## src/design/spectral_trend_motion_vote_assert.svh

```systemverilog
// Assertion macros shared by the spectral trend motion voter RTL.
// Define NO_ASSERTIONS to compile the design without any checks.
`ifndef SPECTRAL_TREND_MOTION_VOTE_ASSERT_SVH
`define SPECTRAL_TREND_MOTION_VOTE_ASSERT_SVH

`ifndef NO_ASSERTIONS
// Antecedent implies consequent in the same cycle.
`define STMV_ASSERT_IMPL(label, clk, rst, ante, cons, msg) \
   label: assert property (@(posedge clk) disable iff (rst) (ante) |-> (cons)) else $error(msg);
// Antecedent implies consequent in the following cycle.
`define STMV_ASSERT_NEXT(label, clk, rst, ante, cons, msg) \
   label: assert property (@(posedge clk) disable iff (rst) (ante) |=> (cons)) else $error(msg);
`else
`define STMV_ASSERT_IMPL(label, clk, rst, ante, cons, msg)
`define STMV_ASSERT_NEXT(label, clk, rst, ante, cons, msg)
`endif

`endif

```

## src/design/stmv_pkg.sv

```systemverilog
// Package for the spectral trend motion voter: widths, field offsets, codes
// and the command/status structs between controller and datapath. No dependencies.
`timescale 1ns / 1ps

package stmv_pkg;

   localparam int CHANNELS  = 4;
   localparam int FFT_SIZE  = 1024;
   localparam int BIN_BITS  = 24;

   localparam int CH_W      = 2;
   localparam int BIN_IDX_W = 10;
   localparam int CH_IDX_W  = (CHANNELS > 1) ? $clog2(CHANNELS) : 1;

   localparam int SUM_W     = BIN_BITS + 11;
   localparam int SQ_W      = 2 * BIN_BITS;
   localparam int ROOT_W    = BIN_BITS;
   localparam int RCNT_W    = $clog2(ROOT_W + 1);
   localparam int PEAK_W    = 11;
   localparam int SEEN_W    = 2;
   localparam int TALLY_W   = 3;

   localparam logic [BIN_IDX_W-1:0] START_BIN_RESET = BIN_IDX_W'(3);
   localparam logic [BIN_IDX_W:0]   FFT_LIMIT       = (BIN_IDX_W + 1)'(FFT_SIZE);
   localparam logic [CH_W:0]        CH_LIMIT        = (CH_W + 1)'(CHANNELS);
   localparam logic [SUM_W-1:0]     SUM_MAX         = {SUM_W{1'b1}};
   localparam logic [TALLY_W-1:0]   TALLY_MAX       = {TALLY_W{1'b1}};
   localparam logic [PEAK_W-1:0]    PEAK_NONE       = {PEAK_W{1'b1}};
   localparam logic [SEEN_W-1:0]    SEEN_MAX        = SEEN_W'(3);
   localparam logic [SEEN_W-1:0]    SEEN_VOTE       = SEEN_W'(2);

   // Request tdata: bin_index, bin_real, bin_imag from bit 0 up.
   localparam int REQ_BIN_LSB  = 0;
   localparam int REQ_RE_LSB   = BIN_IDX_W;
   localparam int REQ_IM_LSB   = BIN_IDX_W + BIN_BITS;
   localparam int REQ_DATA_W   = ((BIN_IDX_W + 2 * BIN_BITS + 7) / 8) * 8;
   // Request tuser: channel, last_channel from bit 0 up.
   localparam int REQ_USER_W   = CH_W + 1;
   // Response tdata: verdict, approach_votes, depart_votes from bit 0 up.
   localparam int RSP_DATA_W   = 8;

   typedef enum logic [1:0] {
      TREND_NONE = 2'd0,
      TREND_RISE = 2'd1,
      TREND_FALL = 2'd2
   } trend_type;

   typedef enum logic [1:0] {
      VERDICT_UNKNOWN  = 2'd0,
      VERDICT_APPROACH = 2'd1,
      VERDICT_DEPART   = 2'd2
   } verdict_type;

   typedef struct packed {
      logic load_item;
      logic square;
      logic root_start;
      logic accum;
      logic vote;
      logic emit;
   } stmv_cmd_type;

   typedef struct packed {
      logic counted;
      logic last_bin;
      logic last_channel;
      logic root_busy;
      logic root_done;
   } stmv_status_type;

endpackage

```

## src/design/stmv_isqrt.sv

```systemverilog
// Iterative integer square root, one root bit per cycle.
// Depends on stmv_pkg and the assertion macro header.
`timescale 1ns / 1ps
`include "spectral_trend_motion_vote_assert.svh"

module stmv_isqrt import stmv_pkg::*; (
   input  logic              clock,
   input  logic              reset,
   input  logic              start,
   input  logic [SQ_W-1:0]   radicand,
   output logic              busy,
   output logic              done,
   output logic [ROOT_W-1:0] root
);

   logic [SQ_W-1:0]   rad_ff;
   logic [ROOT_W+1:0] rem_ff;
   logic [ROOT_W-1:0] root_ff;
   logic [RCNT_W-1:0] cnt_ff;
   logic              done_ff;

   logic [ROOT_W+1:0] rem_shift;
   logic [ROOT_W+1:0] trial;
   logic              take;

   // Bring down the next two radicand bits and try 4q+1 against the remainder.
   assign rem_shift = {rem_ff[ROOT_W-1:0], rad_ff[SQ_W-1 -: 2]};
   assign trial     = {root_ff, 2'b01};
   assign take      = (rem_shift >= trial);

   always_ff @(posedge clock) begin
      if (reset) begin
         cnt_ff  <= '0;
         done_ff <= 1'b0;
      end else if (start) begin
         cnt_ff  <= RCNT_W'(ROOT_W);
         done_ff <= 1'b0;
      end else if (cnt_ff != '0) begin
         cnt_ff  <= cnt_ff - 1'b1;
         done_ff <= (cnt_ff == RCNT_W'(1));
      end else begin
         done_ff <= 1'b0;
      end
   end

   always_ff @(posedge clock) begin
      if (start) begin
         rad_ff  <= radicand;
         rem_ff  <= '0;
         root_ff <= '0;
      end else if (cnt_ff != '0) begin
         rad_ff  <= {rad_ff[SQ_W-3:0], 2'b00};
         if (take) begin
            rem_ff  <= rem_shift - trial;
            root_ff <= {root_ff[ROOT_W-2:0], 1'b1};
         end else begin
            rem_ff  <= rem_shift;
            root_ff <= {root_ff[ROOT_W-2:0], 1'b0};
         end
      end
   end

   assign busy = (cnt_ff != '0);
   assign done = done_ff;
   assign root = root_ff;

   // A finished root leaves a remainder no larger than twice the root.
   `STMV_ASSERT_IMPL(a_root_remainder, clock, reset, done_ff, {1'b0, rem_ff} <= {2'b00, root_ff, 1'b0}, "isqrt remainder out of range")
   // Completion is a single-cycle pulse.
   `STMV_ASSERT_NEXT(a_done_pulse, clock, reset, done_ff, !done_ff, "isqrt done held longer than one cycle")

endmodule

```

## src/design/stmv_datapath.sv

```systemverilog
// Datapath of the spectral trend motion voter: request capture, squares,
// square root, frame sum and peak, per-channel history, vote tallies, result.
// Depends on stmv_pkg and stmv_isqrt.
`timescale 1ns / 1ps

module stmv_datapath import stmv_pkg::*; (
   input  logic                  clock,
   input  logic                  reset,
   input  logic                  csr_wr_en,
   input  logic [BIN_IDX_W-1:0]  csr_wr_data,
   input  logic [REQ_DATA_W-1:0] req_tdata,
   input  logic [REQ_USER_W-1:0] req_tuser,
   input  logic                  req_tlast,
   input  stmv_cmd_type          cmd,
   output stmv_status_type       status,
   output logic [RSP_DATA_W-1:0] rsp_tdata
);

   logic [BIN_IDX_W-1:0] start_bin_ff;

   logic [BIN_IDX_W-1:0] bin_ff;
   logic [BIN_BITS-1:0]  re_ff;
   logic [BIN_BITS-1:0]  im_ff;
   logic [CH_W-1:0]      ch_ff;
   logic                 last_bin_ff;
   logic                 last_ch_ff;

   logic [SQ_W-1:0]      sq_re_ff;
   logic [SQ_W-1:0]      sq_im_ff;

   logic [SUM_W-1:0]     sum_ff;
   logic [ROOT_W-1:0]    peak_mag_ff;
   logic                 peak_found_ff;
   logic signed [PEAK_W-1:0] peak_bin_ff;

   logic [SUM_W-1:0]         pow_old_ff  [CHANNELS];
   logic [SUM_W-1:0]         pow_new_ff  [CHANNELS];
   logic signed [PEAK_W-1:0] peak_old_ff [CHANNELS];
   logic signed [PEAK_W-1:0] peak_new_ff [CHANNELS];
   logic [SEEN_W-1:0]        seen_ff     [CHANNELS];

   logic [TALLY_W-1:0]    appr_ff;
   logic [TALLY_W-1:0]    dep_ff;
   logic [RSP_DATA_W-1:0] rsp_data_ff;

   logic [BIN_BITS-1:0] abs_re;
   logic [BIN_BITS-1:0] abs_im;
   logic                counted;
   logic                root_busy;
   logic                root_done;
   logic [ROOT_W-1:0]   root;
   logic [SUM_W:0]      sum_wide;
   logic [CH_IDX_W-1:0] ch_idx;
   logic                ch_ok;
   trend_type           pow_trend;
   trend_type           peak_trend;
   trend_type           vote;
   verdict_type         verdict;

   assign abs_re  = re_ff[BIN_BITS-1] ? (BIN_BITS'(0) - re_ff) : re_ff;
   assign abs_im  = im_ff[BIN_BITS-1] ? (BIN_BITS'(0) - im_ff) : im_ff;
   assign counted = (bin_ff >= start_bin_ff) && ({1'b0, bin_ff} < FFT_LIMIT);

   always_ff @(posedge clock) begin
      if (reset) begin
         start_bin_ff <= START_BIN_RESET;
      end else if (csr_wr_en) begin
         start_bin_ff <= csr_wr_data;
      end
   end

   always_ff @(posedge clock) begin
      if (cmd.load_item) begin
         bin_ff      <= req_tdata[REQ_BIN_LSB +: BIN_IDX_W];
         re_ff       <= req_tdata[REQ_RE_LSB +: BIN_BITS];
         im_ff       <= req_tdata[REQ_IM_LSB +: BIN_BITS];
         ch_ff       <= req_tuser[CH_W-1:0];
         last_ch_ff  <= req_tuser[CH_W];
         last_bin_ff <= req_tlast;
      end
      if (cmd.square) begin
         sq_re_ff <= abs_re * abs_re;
         sq_im_ff <= abs_im * abs_im;
      end
   end

   stmv_isqrt u_isqrt (
      .clock    (clock),
      .reset    (reset),
      .start    (cmd.root_start),
      .radicand (sq_re_ff + sq_im_ff),
      .busy     (root_busy),
      .done     (root_done),
      .root     (root)
   );

   assign sum_wide = {1'b0, sum_ff} + (SUM_W + 1)'(root);

   // Running frame: saturating magnitude sum and first bin of largest magnitude.
   always_ff @(posedge clock) begin
      if (reset || cmd.vote) begin
         sum_ff        <= '0;
         peak_mag_ff   <= '0;
         peak_found_ff <= 1'b0;
         peak_bin_ff   <= PEAK_NONE;
      end else if (cmd.accum) begin
         sum_ff <= sum_wide[SUM_W] ? SUM_MAX : sum_wide[SUM_W-1:0];
         if (!peak_found_ff || (root > peak_mag_ff)) begin
            peak_found_ff <= 1'b1;
            peak_mag_ff   <= root;
            peak_bin_ff   <= $signed({1'b0, bin_ff});
         end
      end
   end

   assign ch_idx = ch_ff[CH_IDX_W-1:0];
   assign ch_ok  = ({1'b0, ch_ff} < CH_LIMIT);

   always_comb begin
      if ((pow_old_ff[ch_idx] < pow_new_ff[ch_idx]) && (pow_new_ff[ch_idx] < sum_ff)) begin
         pow_trend = TREND_RISE;
      end else if ((pow_old_ff[ch_idx] > pow_new_ff[ch_idx]) &&
                   (pow_new_ff[ch_idx] > sum_ff)) begin
         pow_trend = TREND_FALL;
      end else begin
         pow_trend = TREND_NONE;
      end
      if ((peak_old_ff[ch_idx] < peak_new_ff[ch_idx]) &&
          (peak_new_ff[ch_idx] < peak_bin_ff)) begin
         peak_trend = TREND_RISE;
      end else if ((peak_old_ff[ch_idx] > peak_new_ff[ch_idx]) &&
                   (peak_new_ff[ch_idx] > peak_bin_ff)) begin
         peak_trend = TREND_FALL;
      end else begin
         peak_trend = TREND_NONE;
      end
      if (!ch_ok || (seen_ff[ch_idx] < SEEN_VOTE)) begin
         vote = TREND_NONE;
      end else if (pow_trend != TREND_NONE) begin
         vote = pow_trend;
      end else begin
         vote = peak_trend;
      end
   end

   // Channel history: two previous frames per channel, older one first.
   always_ff @(posedge clock) begin
      if (reset) begin
         for (int i = 0; i < CHANNELS; i++) begin
            pow_old_ff[i]  <= '0;
            pow_new_ff[i]  <= '0;
            peak_old_ff[i] <= '0;
            peak_new_ff[i] <= '0;
            seen_ff[i]     <= '0;
         end
      end else if (cmd.vote && ch_ok) begin
         pow_old_ff[ch_idx]  <= pow_new_ff[ch_idx];
         pow_new_ff[ch_idx]  <= sum_ff;
         peak_old_ff[ch_idx] <= peak_new_ff[ch_idx];
         peak_new_ff[ch_idx] <= peak_bin_ff;
         if (seen_ff[ch_idx] != SEEN_MAX) begin
            seen_ff[ch_idx] <= seen_ff[ch_idx] + 1'b1;
         end
      end
   end

   always_comb begin
      if (appr_ff > dep_ff) begin
         verdict = VERDICT_APPROACH;
      end else if (appr_ff < dep_ff) begin
         verdict = VERDICT_DEPART;
      end else begin
         verdict = VERDICT_UNKNOWN;
      end
   end

   always_ff @(posedge clock) begin
      if (reset || cmd.emit) begin
         appr_ff <= '0;
         dep_ff  <= '0;
      end else if (cmd.vote) begin
         if ((vote == TREND_RISE) && (appr_ff != TALLY_MAX)) begin
            appr_ff <= appr_ff + 1'b1;
         end else if ((vote == TREND_FALL) && (dep_ff != TALLY_MAX)) begin
            dep_ff <= dep_ff + 1'b1;
         end
      end
   end

   always_ff @(posedge clock) begin
      if (cmd.emit) begin
         rsp_data_ff <= {dep_ff, appr_ff, verdict};
      end
   end

   assign rsp_tdata = rsp_data_ff;

   assign status.counted      = counted;
   assign status.last_bin     = last_bin_ff;
   assign status.last_channel = last_ch_ff;
   assign status.root_busy    = root_busy;
   assign status.root_done    = root_done;

endmodule

```

## src/design/stmv_ctrl.sv

```systemverilog
// Controller of the spectral trend motion voter: sequences one request at a
// time through the datapath and owns the response valid flag. Depends on stmv_pkg and the assertion macro header.
`timescale 1ns / 1ps
`include "spectral_trend_motion_vote_assert.svh"

module stmv_ctrl import stmv_pkg::*; (
   input  logic            clock,
   input  logic            reset,
   input  logic            req_tvalid,
   output logic            req_tready,
   output logic            rsp_tvalid,
   input  logic            rsp_tready,
   input  stmv_status_type status,
   output stmv_cmd_type    cmd
);

   typedef enum logic [2:0] {
      ST_IDLE,
      ST_SQUARE,
      ST_ROOT_LOAD,
      ST_ROOT_RUN,
      ST_ACCUM,
      ST_VOTE,
      ST_RESULT
   } state_type;

   state_type state_ff;
   state_type state_in;
   logic      rsp_valid_ff;
   logic      slot_free;

   assign slot_free  = !rsp_valid_ff || rsp_tready;
   assign req_tready = (state_ff == ST_IDLE);

   always_comb begin
      cmd            = '0;
      cmd.load_item  = req_tvalid && req_tready;
      cmd.square     = (state_ff == ST_SQUARE);
      cmd.root_start = (state_ff == ST_ROOT_LOAD);
      cmd.accum      = (state_ff == ST_ACCUM);
      cmd.vote       = (state_ff == ST_VOTE);
      cmd.emit       = (state_ff == ST_RESULT) && slot_free;
   end

   always_comb begin
      state_in = state_ff;
      case (state_ff)
         ST_IDLE: begin
            if (req_tvalid) begin
               state_in = ST_SQUARE;
            end
         end
         ST_SQUARE: begin
            if (status.counted) begin
               state_in = ST_ROOT_LOAD;
            end else if (status.last_bin) begin
               state_in = ST_VOTE;
            end else begin
               state_in = ST_IDLE;
            end
         end
         ST_ROOT_LOAD: begin
            state_in = ST_ROOT_RUN;
         end
         ST_ROOT_RUN: begin
            if (status.root_done) begin
               state_in = ST_ACCUM;
            end
         end
         ST_ACCUM: begin
            state_in = status.last_bin ? ST_VOTE : ST_IDLE;
         end
         ST_VOTE: begin
            state_in = status.last_channel ? ST_RESULT : ST_IDLE;
         end
         ST_RESULT: begin
            if (slot_free) begin
               state_in = ST_IDLE;
            end
         end
         default: begin
            state_in = ST_IDLE;
         end
      endcase
   end

   always_ff @(posedge clock) begin
      if (reset) begin
         state_ff     <= ST_IDLE;
         rsp_valid_ff <= 1'b0;
      end else begin
         state_ff <= state_in;
         if (cmd.emit) begin
            rsp_valid_ff <= 1'b1;
         end else if (rsp_tready) begin
            rsp_valid_ff <= 1'b0;
         end
      end
   end

   assign rsp_tvalid = rsp_valid_ff;

   // A request is only taken once the root unit has finished the previous one.
   `STMV_ASSERT_IMPL(a_accept_root_idle, clock, reset, req_tvalid && req_tready, !status.root_busy, "request accepted while root unit busy")
   // A result is never written over one that has not been taken.
   `STMV_ASSERT_IMPL(a_emit_slot_free, clock, reset, cmd.emit, !rsp_valid_ff || rsp_tready, "result overwritten before delivery")
   // The root unit only finishes while the controller waits for it.
   `STMV_ASSERT_IMPL(a_done_in_run, clock, reset, status.root_done, state_ff == ST_ROOT_RUN, "root completion outside wait state")

endmodule

```

## src/design/spectral_trend_motion_vote.sv

```systemverilog
// Top level of the spectral trend motion voter: joins controller and datapath.
// Depends on stmv_pkg, stmv_ctrl and stmv_datapath.
`timescale 1ns / 1ps

// The block takes one complex FFT bin per request and works on one request
// at a time. A bin below start_bin needs only the square state before the next
// request can be taken; a counted bin also waits on the square root unit, which
// resolves one bit of the 24-bit magnitude per cycle. The bin that closes a
// channel's frame (tlast) adds the vote state, and the bin that also closes the
// frame set (last_channel) adds the result state, which waits for a free output
// slot. The result sits in an output register, so the next request is accepted
// while a result waits for rsp_tready; only a second result waits until the
// first is taken. Each frame sums floor(sqrt(re^2+im^2)) from start_bin on,
// saturating at 2^35-1, and keeps the first bin of greatest magnitude, or -1
// when no bin was counted. Each channel keeps its two previous frames; with at
// least two on record a closing frame votes approaching when the three sums
// rise strictly and departing when they fall strictly, else the three peak
// bins decide by the same rule. After the last channel one response carries
// the majority verdict and both vote counts, and the counts restart. start_bin
// resets to 3; the user must write it via csr_wr_en only while idle, unchecked.

module spectral_trend_motion_vote import stmv_pkg::*; (
   input  logic                  clock,
   input  logic                  reset,

   input  logic                  csr_wr_en,
   input  logic [BIN_IDX_W-1:0]  csr_wr_data,   // start_bin

   input  logic                  req_tvalid,
   output logic                  req_tready,
   input  logic [REQ_DATA_W-1:0] req_tdata,     // bin_index, bin_real, bin_imag, zero pad
   input  logic [REQ_USER_W-1:0] req_tuser,     // channel, last_channel
   input  logic                  req_tlast,     // last_bin

   output logic                  rsp_tvalid,
   input  logic                  rsp_tready,
   output logic [RSP_DATA_W-1:0] rsp_tdata      // verdict, approach_votes, depart_votes
);

   stmv_cmd_type    cmd;
   stmv_status_type status;

   // The controller steps each request through square and, where needed, root,
   // accumulate, vote and result, and holds the response valid flag.
   stmv_ctrl u_ctrl (
      .clock      (clock),
      .reset      (reset),
      .req_tvalid (req_tvalid),
      .req_tready (req_tready),
      .rsp_tvalid (rsp_tvalid),
      .rsp_tready (rsp_tready),
      .status     (status),
      .cmd        (cmd)
   );

   // The datapath holds the start_bin register, the running frame, the
   // per-channel history, the vote tallies and the response payload.
   stmv_datapath u_datapath (
      .clock       (clock),
      .reset       (reset),
      .csr_wr_en   (csr_wr_en),
      .csr_wr_data (csr_wr_data),
      .req_tdata   (req_tdata),
      .req_tuser   (req_tuser),
      .req_tlast   (req_tlast),
      .cmd         (cmd),
      .status      (status),
      .rsp_tdata   (rsp_tdata)
   );

endmodule

```

## config.mk

```make
export PLATFORM = sky130hd
export DESIGN_NAME = spectral_trend_motion_vote
export DESIGN_NICKNAME = d
export VERILOG_FILES = /design/src/design/stmv_pkg.sv /design/src/design/stmv_isqrt.sv /design/src/design/stmv_datapath.sv /design/src/design/stmv_ctrl.sv /design/src/design/spectral_trend_motion_vote.sv
export VERILOG_INCLUDE_DIRS = /design/src /design/src/design
export SDC_FILE = /design/constraint.sdc
export NUM_CORES = 2
export LEC_CHECK = 0
export BUFFER_PORTS_ARGS = -buffer_cell sky130_fd_sc_hd__buf_4
export CAP_MARGIN = 10
export CORE_MARGIN = 2
export CORE_UTILIZATION = 55
export CTS_CLUSTER_SIZE = 24
export DETAILED_ROUTE_END_ITERATION = 12
export PLACE_DENSITY = 0.71
export SLEW_MARGIN = 25
export SYNTH_ARGS = -nofsm -noshare
export SYNTH_HDL_FRONTEND = slang
export SYNTH_SLANG_ARGS = --single-unit
```

## constraint.sdc

```tcl
create_clock -name clock -period 10.2 [get_ports clock]
set_input_delay 2.55 -clock clock [delete_from_list [all_inputs] [get_ports clock]]
set_output_delay 2.55 -clock clock [all_outputs]
set_load 0.005 [all_outputs]
```

# --- Word-level counts from Yosys, hierarchy flattened ---
# Memories as Yosys holds them, arrays and structs flattened. A register that Yosys moved wholly into a read port is not among the register bits.
# Cells that the tools add are included.
op_classes:
  n_reduce_logical: 30
  magnitude_cmp: 14
  bitwise_logic: 2
  n_mux: 54
  addsub: 9
  multipliers: 2
  eq_ne: 15
op_table:
  columns: ["operator", "n"]
  rows:
  - ["35-bit two-way mux", 3]
  - ["24-bit by 24-bit multiplier with 48-bit output", 2]
  - ["48-bit two-way mux", 2]
  - ["24-bit two-way mux", 3]
  - ["35-bit greater-than comparator", 2]
  - ["35-bit less-than comparator", 2]
  - ["35-bit OR reduction", 2]
  - ["48-bit adder", 1]
  - ["1-bit by 24-bit subtractor with 24-bit output, first input constant", 2]
  - ["35-bit by 24-bit adder with 36-bit output", 1]
  - ["2-bit two-way mux", 18]
  - ["26-bit >= comparator", 1]
  - ["24-bit greater-than comparator", 1]
  - ["24-bit subtractor", 1]
  - ["11-bit greater-than comparator", 2]
  - ["11-bit less-than comparator", 2]
  - ["11-bit two-way mux", 2]
  - ["11-bit OR reduction", 2]
  - ["3-bit one-hot mux with 7 select lines", 1]
  - ["3-bit two-way mux", 6]
  - ["1-bit two-way mux", 17]
  - ["10-bit >= comparator", 1]
  - ["5-bit two-way mux", 2]
  - ["3-bit == test, second input constant", 3]
  - ["other kinds (25)", 47]
totals:
  out_inout_bits: 10
  word_cells: 156
  inputBits: 83
  mem_bits_rw: 376
  reg_bits: 359
  n_memories: 5
mem_list:
  columns: ["name", "words", "word_bits", "rd", "rd_clocked_by_memory_dff", "wr", "line_no", "source"]
  rows:
  - ["u_datapath.pow_new_ff", 4, 35, 1, 1, 4, "stmv_datapath.sv:37", "logic [SUM_W-1:0] pow_new_ff [CHANNELS];"]
  - ["u_datapath.pow_old_ff", 4, 35, 1, 1, 4, "stmv_datapath.sv:36", "logic [SUM_W-1:0] pow_old_ff [CHANNELS];"]
  - ["u_datapath.peak_new_ff", 4, 11, 1, 1, 4, "stmv_datapath.sv:39", "logic signed [PEAK_W-1:0] peak_new_ff [CHANNELS];"]
  - ["u_datapath.peak_old_ff", 4, 11, 1, 1, 4, "stmv_datapath.sv:38", "logic signed [PEAK_W-1:0] peak_old_ff [CHANNELS];"]
  - ["u_datapath.seen_ff", 4, 2, 1, 1, 4, "stmv_datapath.sv:40", "logic [SEEN_W-1:0] seen_ff [CHANNELS];"]

# --- Longest topological paths before layout ---
logic_depth:
  word_depth: 11
  mapped_depth: 36
  ltp_nobuf: 34

# --- Modules after synthesis ---
# Synthesis repeated with hierarchy kept, for this count alone.
unflattened:
  cells_unflattened: 6548
  hier_area_um2: 67937.7
by_module_without_submodules:
  columns: ["mod", "instances", "area_per_inst_um2", "seq_area_each_um2", "cells_each"]
  rows:
  - ["stmv_datapath", 1, 62182.1, 17997.3, 5951]
  - ["stmv_isqrt", 1, 5416.4, 2522.4, 557]
  - ["stmv_ctrl", 1, 339.1, 80.1, 40]

# --- Worst setup path before layout ---
# OpenSTA, ideal clock, no wires.
synth_timing:
  kind: "reg2reg"
  startpoint: "register u_datapath.re_ff[7]"
  endpoint: "register u_datapath.sq_re_ff[45], data pin"
  path_buffers: 1
  path_stages_with_launch: 29
  period_less_slack_ns: 8.763
  setup_time_ns: 0.258
  arrival_time_ns: 8.505
  setup_slack_ns: 1.437
  required_time_ns: 9.942
  path_cell_list: "edfxtp_1 -> or4_1 -> nor4b_1 -> and2_1 -> nand3_1 -> o41ai_1 -> xor2_1 -> clkbuf_1 -> nor2_1 -> fa_1 -> fa_1 -> fa_1 -> inv_1 -> fa_1 -> fa_1 -> inv_1 -> fa_1 -> fa_1 -> ha_1 -> nand2_1 -> nor2_1 -> and4_1 -> and2_1 -> a2111oi_0 -> o21ai_0 -> a221oi_1 -> o21ai_0 -> a21oi_1 -> xnor2_1"
synth_via:
  elab_chain_len: 3
synth_rtl:
  columns: ["element", "line_no", "source"]
  rows:
  - ["start, declared", "stmv_datapath.sv:22", "logic [BIN_BITS-1:0] re_ff;"]
  - ["start signal, assigned", "stmv_datapath.sv:75", "re_ff <= req_tdata[REQ_RE_LSB +: BIN_BITS];"]
  - ["1-bit by 24-bit subtractor with 24-bit output", "stmv_datapath.sv:60", "assign abs_re = re_ff[BIN_BITS-1] ? (BIN_BITS'(0) - re_ff) : re_ff;"]
  - ["24-bit two-way mux *", "stmv_datapath.sv:60", null]
  - ["24-bit by 24-bit multiplier with 48-bit output *", "stmv_datapath.sv:82", "sq_re_ff <= abs_re * abs_re;"]
  - ["end signal, assigned", "stmv_datapath.sv:82", null]
  - ["end, declared", "stmv_datapath.sv:28", "logic [SQ_W-1:0] sq_re_ff;"]
# Mark *: on every way between the ends. The rest lies on a longest branch, timed or not.
# A chain may end at the register's enable or synchronous reset.

# --- Worst setup path in the final report ---
layout_timing:
  startpoint: "register u_datapath.re_ff[7]"
  endpoint: "register u_datapath.sq_re_ff[33], data pin"
# The elaborated chain is that of the path after synthesis.

==> out/results.tsv <==
metric	value	unit
crit share post-route	97.15	%
crit path from	u_datapath.re_ff[7]$_DFFE_PP_	
Layout Cell Area excl Fill	73550	µm²
clock latency on the worst-skew pair	0.69	ns
crit-path max cell delay	0.60	ns
Post-route DRC	0	
Critical Path Source Type	register	
vias in the first global route	49710	
Pre-antenna DRT Iters	5	
final hold viol count	0	
Post-synth ARST share	0	%
Max FO, Critical Path	6	
pin count of the biggest net entering global routing	141	
slowest CP cell	or4_1	
Antenna Cells	0	
share of post-route cells with drive strength above 1	6.713	%
IO Pins	93	
worst hold slack	0.4548	ns
Routed WL	154300	µm
worst hold start	u_datapath.peak_mag_ff[12]$_SDFFE_PP0P_	
CP Capture Type	register	
Slew @ Worst Pin	1.052	ns
Post-synth EDFFs	588	
maximum operating frequency	100.9	MHz
fin crit period	9.909	ns
first-pass GRT wire length	254300	µm
post-synthesis register bit count	735	
Post-Synthesis Mean Instance Area	10.10	µm²
CP required	10.74	ns
commonest cells after routing, fill and taps aside	inv_1, fa_1, nor2_1	
gr ovfl total	0	
Synth Flop Type	edfxtp_1	
placed cell area	70880	µm²
GPL Wtd Cong	0.8888	
Detailed Place HPWL	115100	µm
Core Footprint	123200	µm²
Slew Limit Fails	0	
slew margin rel.	29.85	%
H-tree Lvls	3	
Synth warnings	0	
clk_skew	0.03722	ns
# setup viols final	0	
worst path arrival time	10.45	ns
TritonCTS clock tree	built	
Post-DRT Antenna Nets	0	
Vias per Instance	5.477	
Reg clk slew, reported paths	0.06	ns
status	completed	
Worst R2R Setup Slack	0.29	ns
Post-CTS Setup Bufs	0	
GRT Total Usage	25.25	%
wire per inst	18.11	µm
Die Ht	355.7	µm
die area	126500	µm²
CTS max path bufs	3	
1st-iter DRT viols	3032	
reg-to-reg startpoint	u_datapath.re_ff[7]$_DFFE_PP_	
RSZ-0062 raised after global routing	false	
Placement Rows	129	
clock root buffer master	clkbuf_16	
nets@finish	8319	
Gate Count Post-Synth	6736	
Area growth syn-to-layout	8.124	%
hold_buf cts	0	
DR vias	46660	
register area share after synthesis	30.28	%
Sink Count	735	
Die Wd	355.7	µm
CP most frequent cell	fa_1	
Worst Hold Class	reg -> reg	
Post-Syn Area	68030	µm²
library cells used by synthesis	87	
Inserted Clock Buffers	79	
Setup Crit Path Kind	reg -> reg	
MaxCap Viol Count	0	
Final Core Density	59.72	%
initial cell density of the core	55.24	%
setup TNS	0	ns
commonest non-fill, non-tap cell in the layout	inv_1	
initial antenna violation count	1	
Port Buf Inserts	86	
-- state kept, by name (all words and copies together) (netlist names), 2 cells and up, named ones only --
register	cells
u_datapath.peak_old_ff	44
u_datapath.dep_ff	3
u_datapath.pow_old_ff	140
u_datapath.rsp_tdata	8
u_datapath.sq_im_ff	47
u_datapath.peak_bin_ff	11
u_datapath.u_isqrt.cnt_ff	5
u_datapath.pow_new_ff	140
u_datapath.seen_ff	8
u_datapath.u_isqrt.rem_ff	24
u_datapath.u_isqrt.root	24
u_datapath.sum_ff	35
u_datapath.start_bin_ff	10
u_datapath.bin_ff	10
u_datapath.peak_mag_ff	24
u_datapath.sq_re_ff	47
u_datapath.peak_new_ff	44
u_datapath.re_ff	24
u_datapath.appr_ff	3
u_datapath.ch_ff	2
u_datapath.u_isqrt.rad_ff	48
u_datapath.im_ff	24
u_ctrl.state_ff	3
-- logic make-up after synthesis --
family	after synthesis	share of synthesized area (%)
AO/OA/AOI/OAI	860	7.907
buffers and inverters	1587	8.785
XOR/XNOR	232	3.037
multiplexers	199	3.899
flip-flops	735	30.28
adder cells (fa/ha/maj)	1420	35.47
AND/OR/NAND/NOR	1701	10.61
other	2	0.01104
-- routing by layer --
layer	track usage [%]	up-vias	wire, µm
li1	-	21830	-
met4	8.000	2	4638
met1	31.71	23290	61540
met5	0	-	14
met3	2.796	297	8363
met2	45.53	1242	79730
-- synth_stat cells (21+ instances only) --
library cell / instances / area (µm²)
a211oi_1: 28 / 210.2
a21o_1: 127 / 953.4
a21oi_1: 244 / 1221
a31oi_1: 25 / 156.4
and2_1: 26 / 162.7
and3_1: 22 / 137.6
clkbuf_1: 194 / 728.2
dfxtp_1: 147 / 2943
edfxtp_1: 588 / 17660
fa_1: 847 / 16960
ha_1: 573 / 7169
inv_1: 1353 / 5079
mux2_2: 48 / 540.5
mux2i_1: 103 / 1031
mux4_2: 48 / 1081
nand2_1: 612 / 2297
nand2b_1: 31 / 193.9
nand3_1: 53 / 265.3
nand4_1: 48 / 300.3
nor2_1: 748 / 2808
nor2b_1: 39 / 244.0
nor3_1: 51 / 255.2
o21a_1: 42 / 315.3
o21ai_0: 187 / 935.9
o21ai_1: 51 / 255.2
o21bai_1: 21 / 157.7
o31ai_1: 24 / 180.2
xnor2_1: 129 / 1130
xor2_1: 100 / 875.8
-- metrics by stage --
| step | worst slack (ns) | instances |
|---|---|---|
| detailed placement | 0.4164 | 8370 |
| CTS | 0.3628 | 8517 |
| global route | 0.01159 | 8519 |
| finish | 0.2908 | 8519 |
| global placement | 0.5690 | 8370 |
| floorplan | 1.437 | 6768 |
-- area by class of cell --
class / count / area, µm²
clock inverters: 27 / 347.8
repair buffers: 186 / 1441
clock buffers: 120 / 2273
inverters: 1368 / 5135
flip-flops and latches: 735 / 20610
well taps: 1637 / 2048
multi-input cells: 4446 / 41700
fillers: 10150 / 49600
-- final timing paths --
| kind | cells past startpoint | endpoint |
|---|---|---|
| min reg2reg | 2 | u_datapath.peak_mag_ff[12]$_SDFFE_PP0P_ |
| max | 28 | u_datapath.sq_re_ff[33]$_DFFE_PN_ |
| max reg2reg | 28 | u_datapath.sq_re_ff[33]$_DFFE_PN_ |
| min | 2 | u_datapath.peak_mag_ff[12]$_SDFFE_PP0P_ |
-- critical path: cells and delay by family (launching register included) --
kind | cells | cell delay [ns]
fa+ha+maj | 8 | 3.87
compound gates | 6 | 1.92
xor+xnor | 1 | 0.58
simple gates | 8 | 2.41
flops | 1 | 0.43
buf+inv | 5 | 0.55
-- timing repair --
action                     CTS  global route
gates resized for setup      0             4
setup endpoints to repair    0             5
hold endpoints to repair     0             0
Power is not shown: default switching activity piles up to over one toggle a cycle in this logic, so the estimate is an artifact.
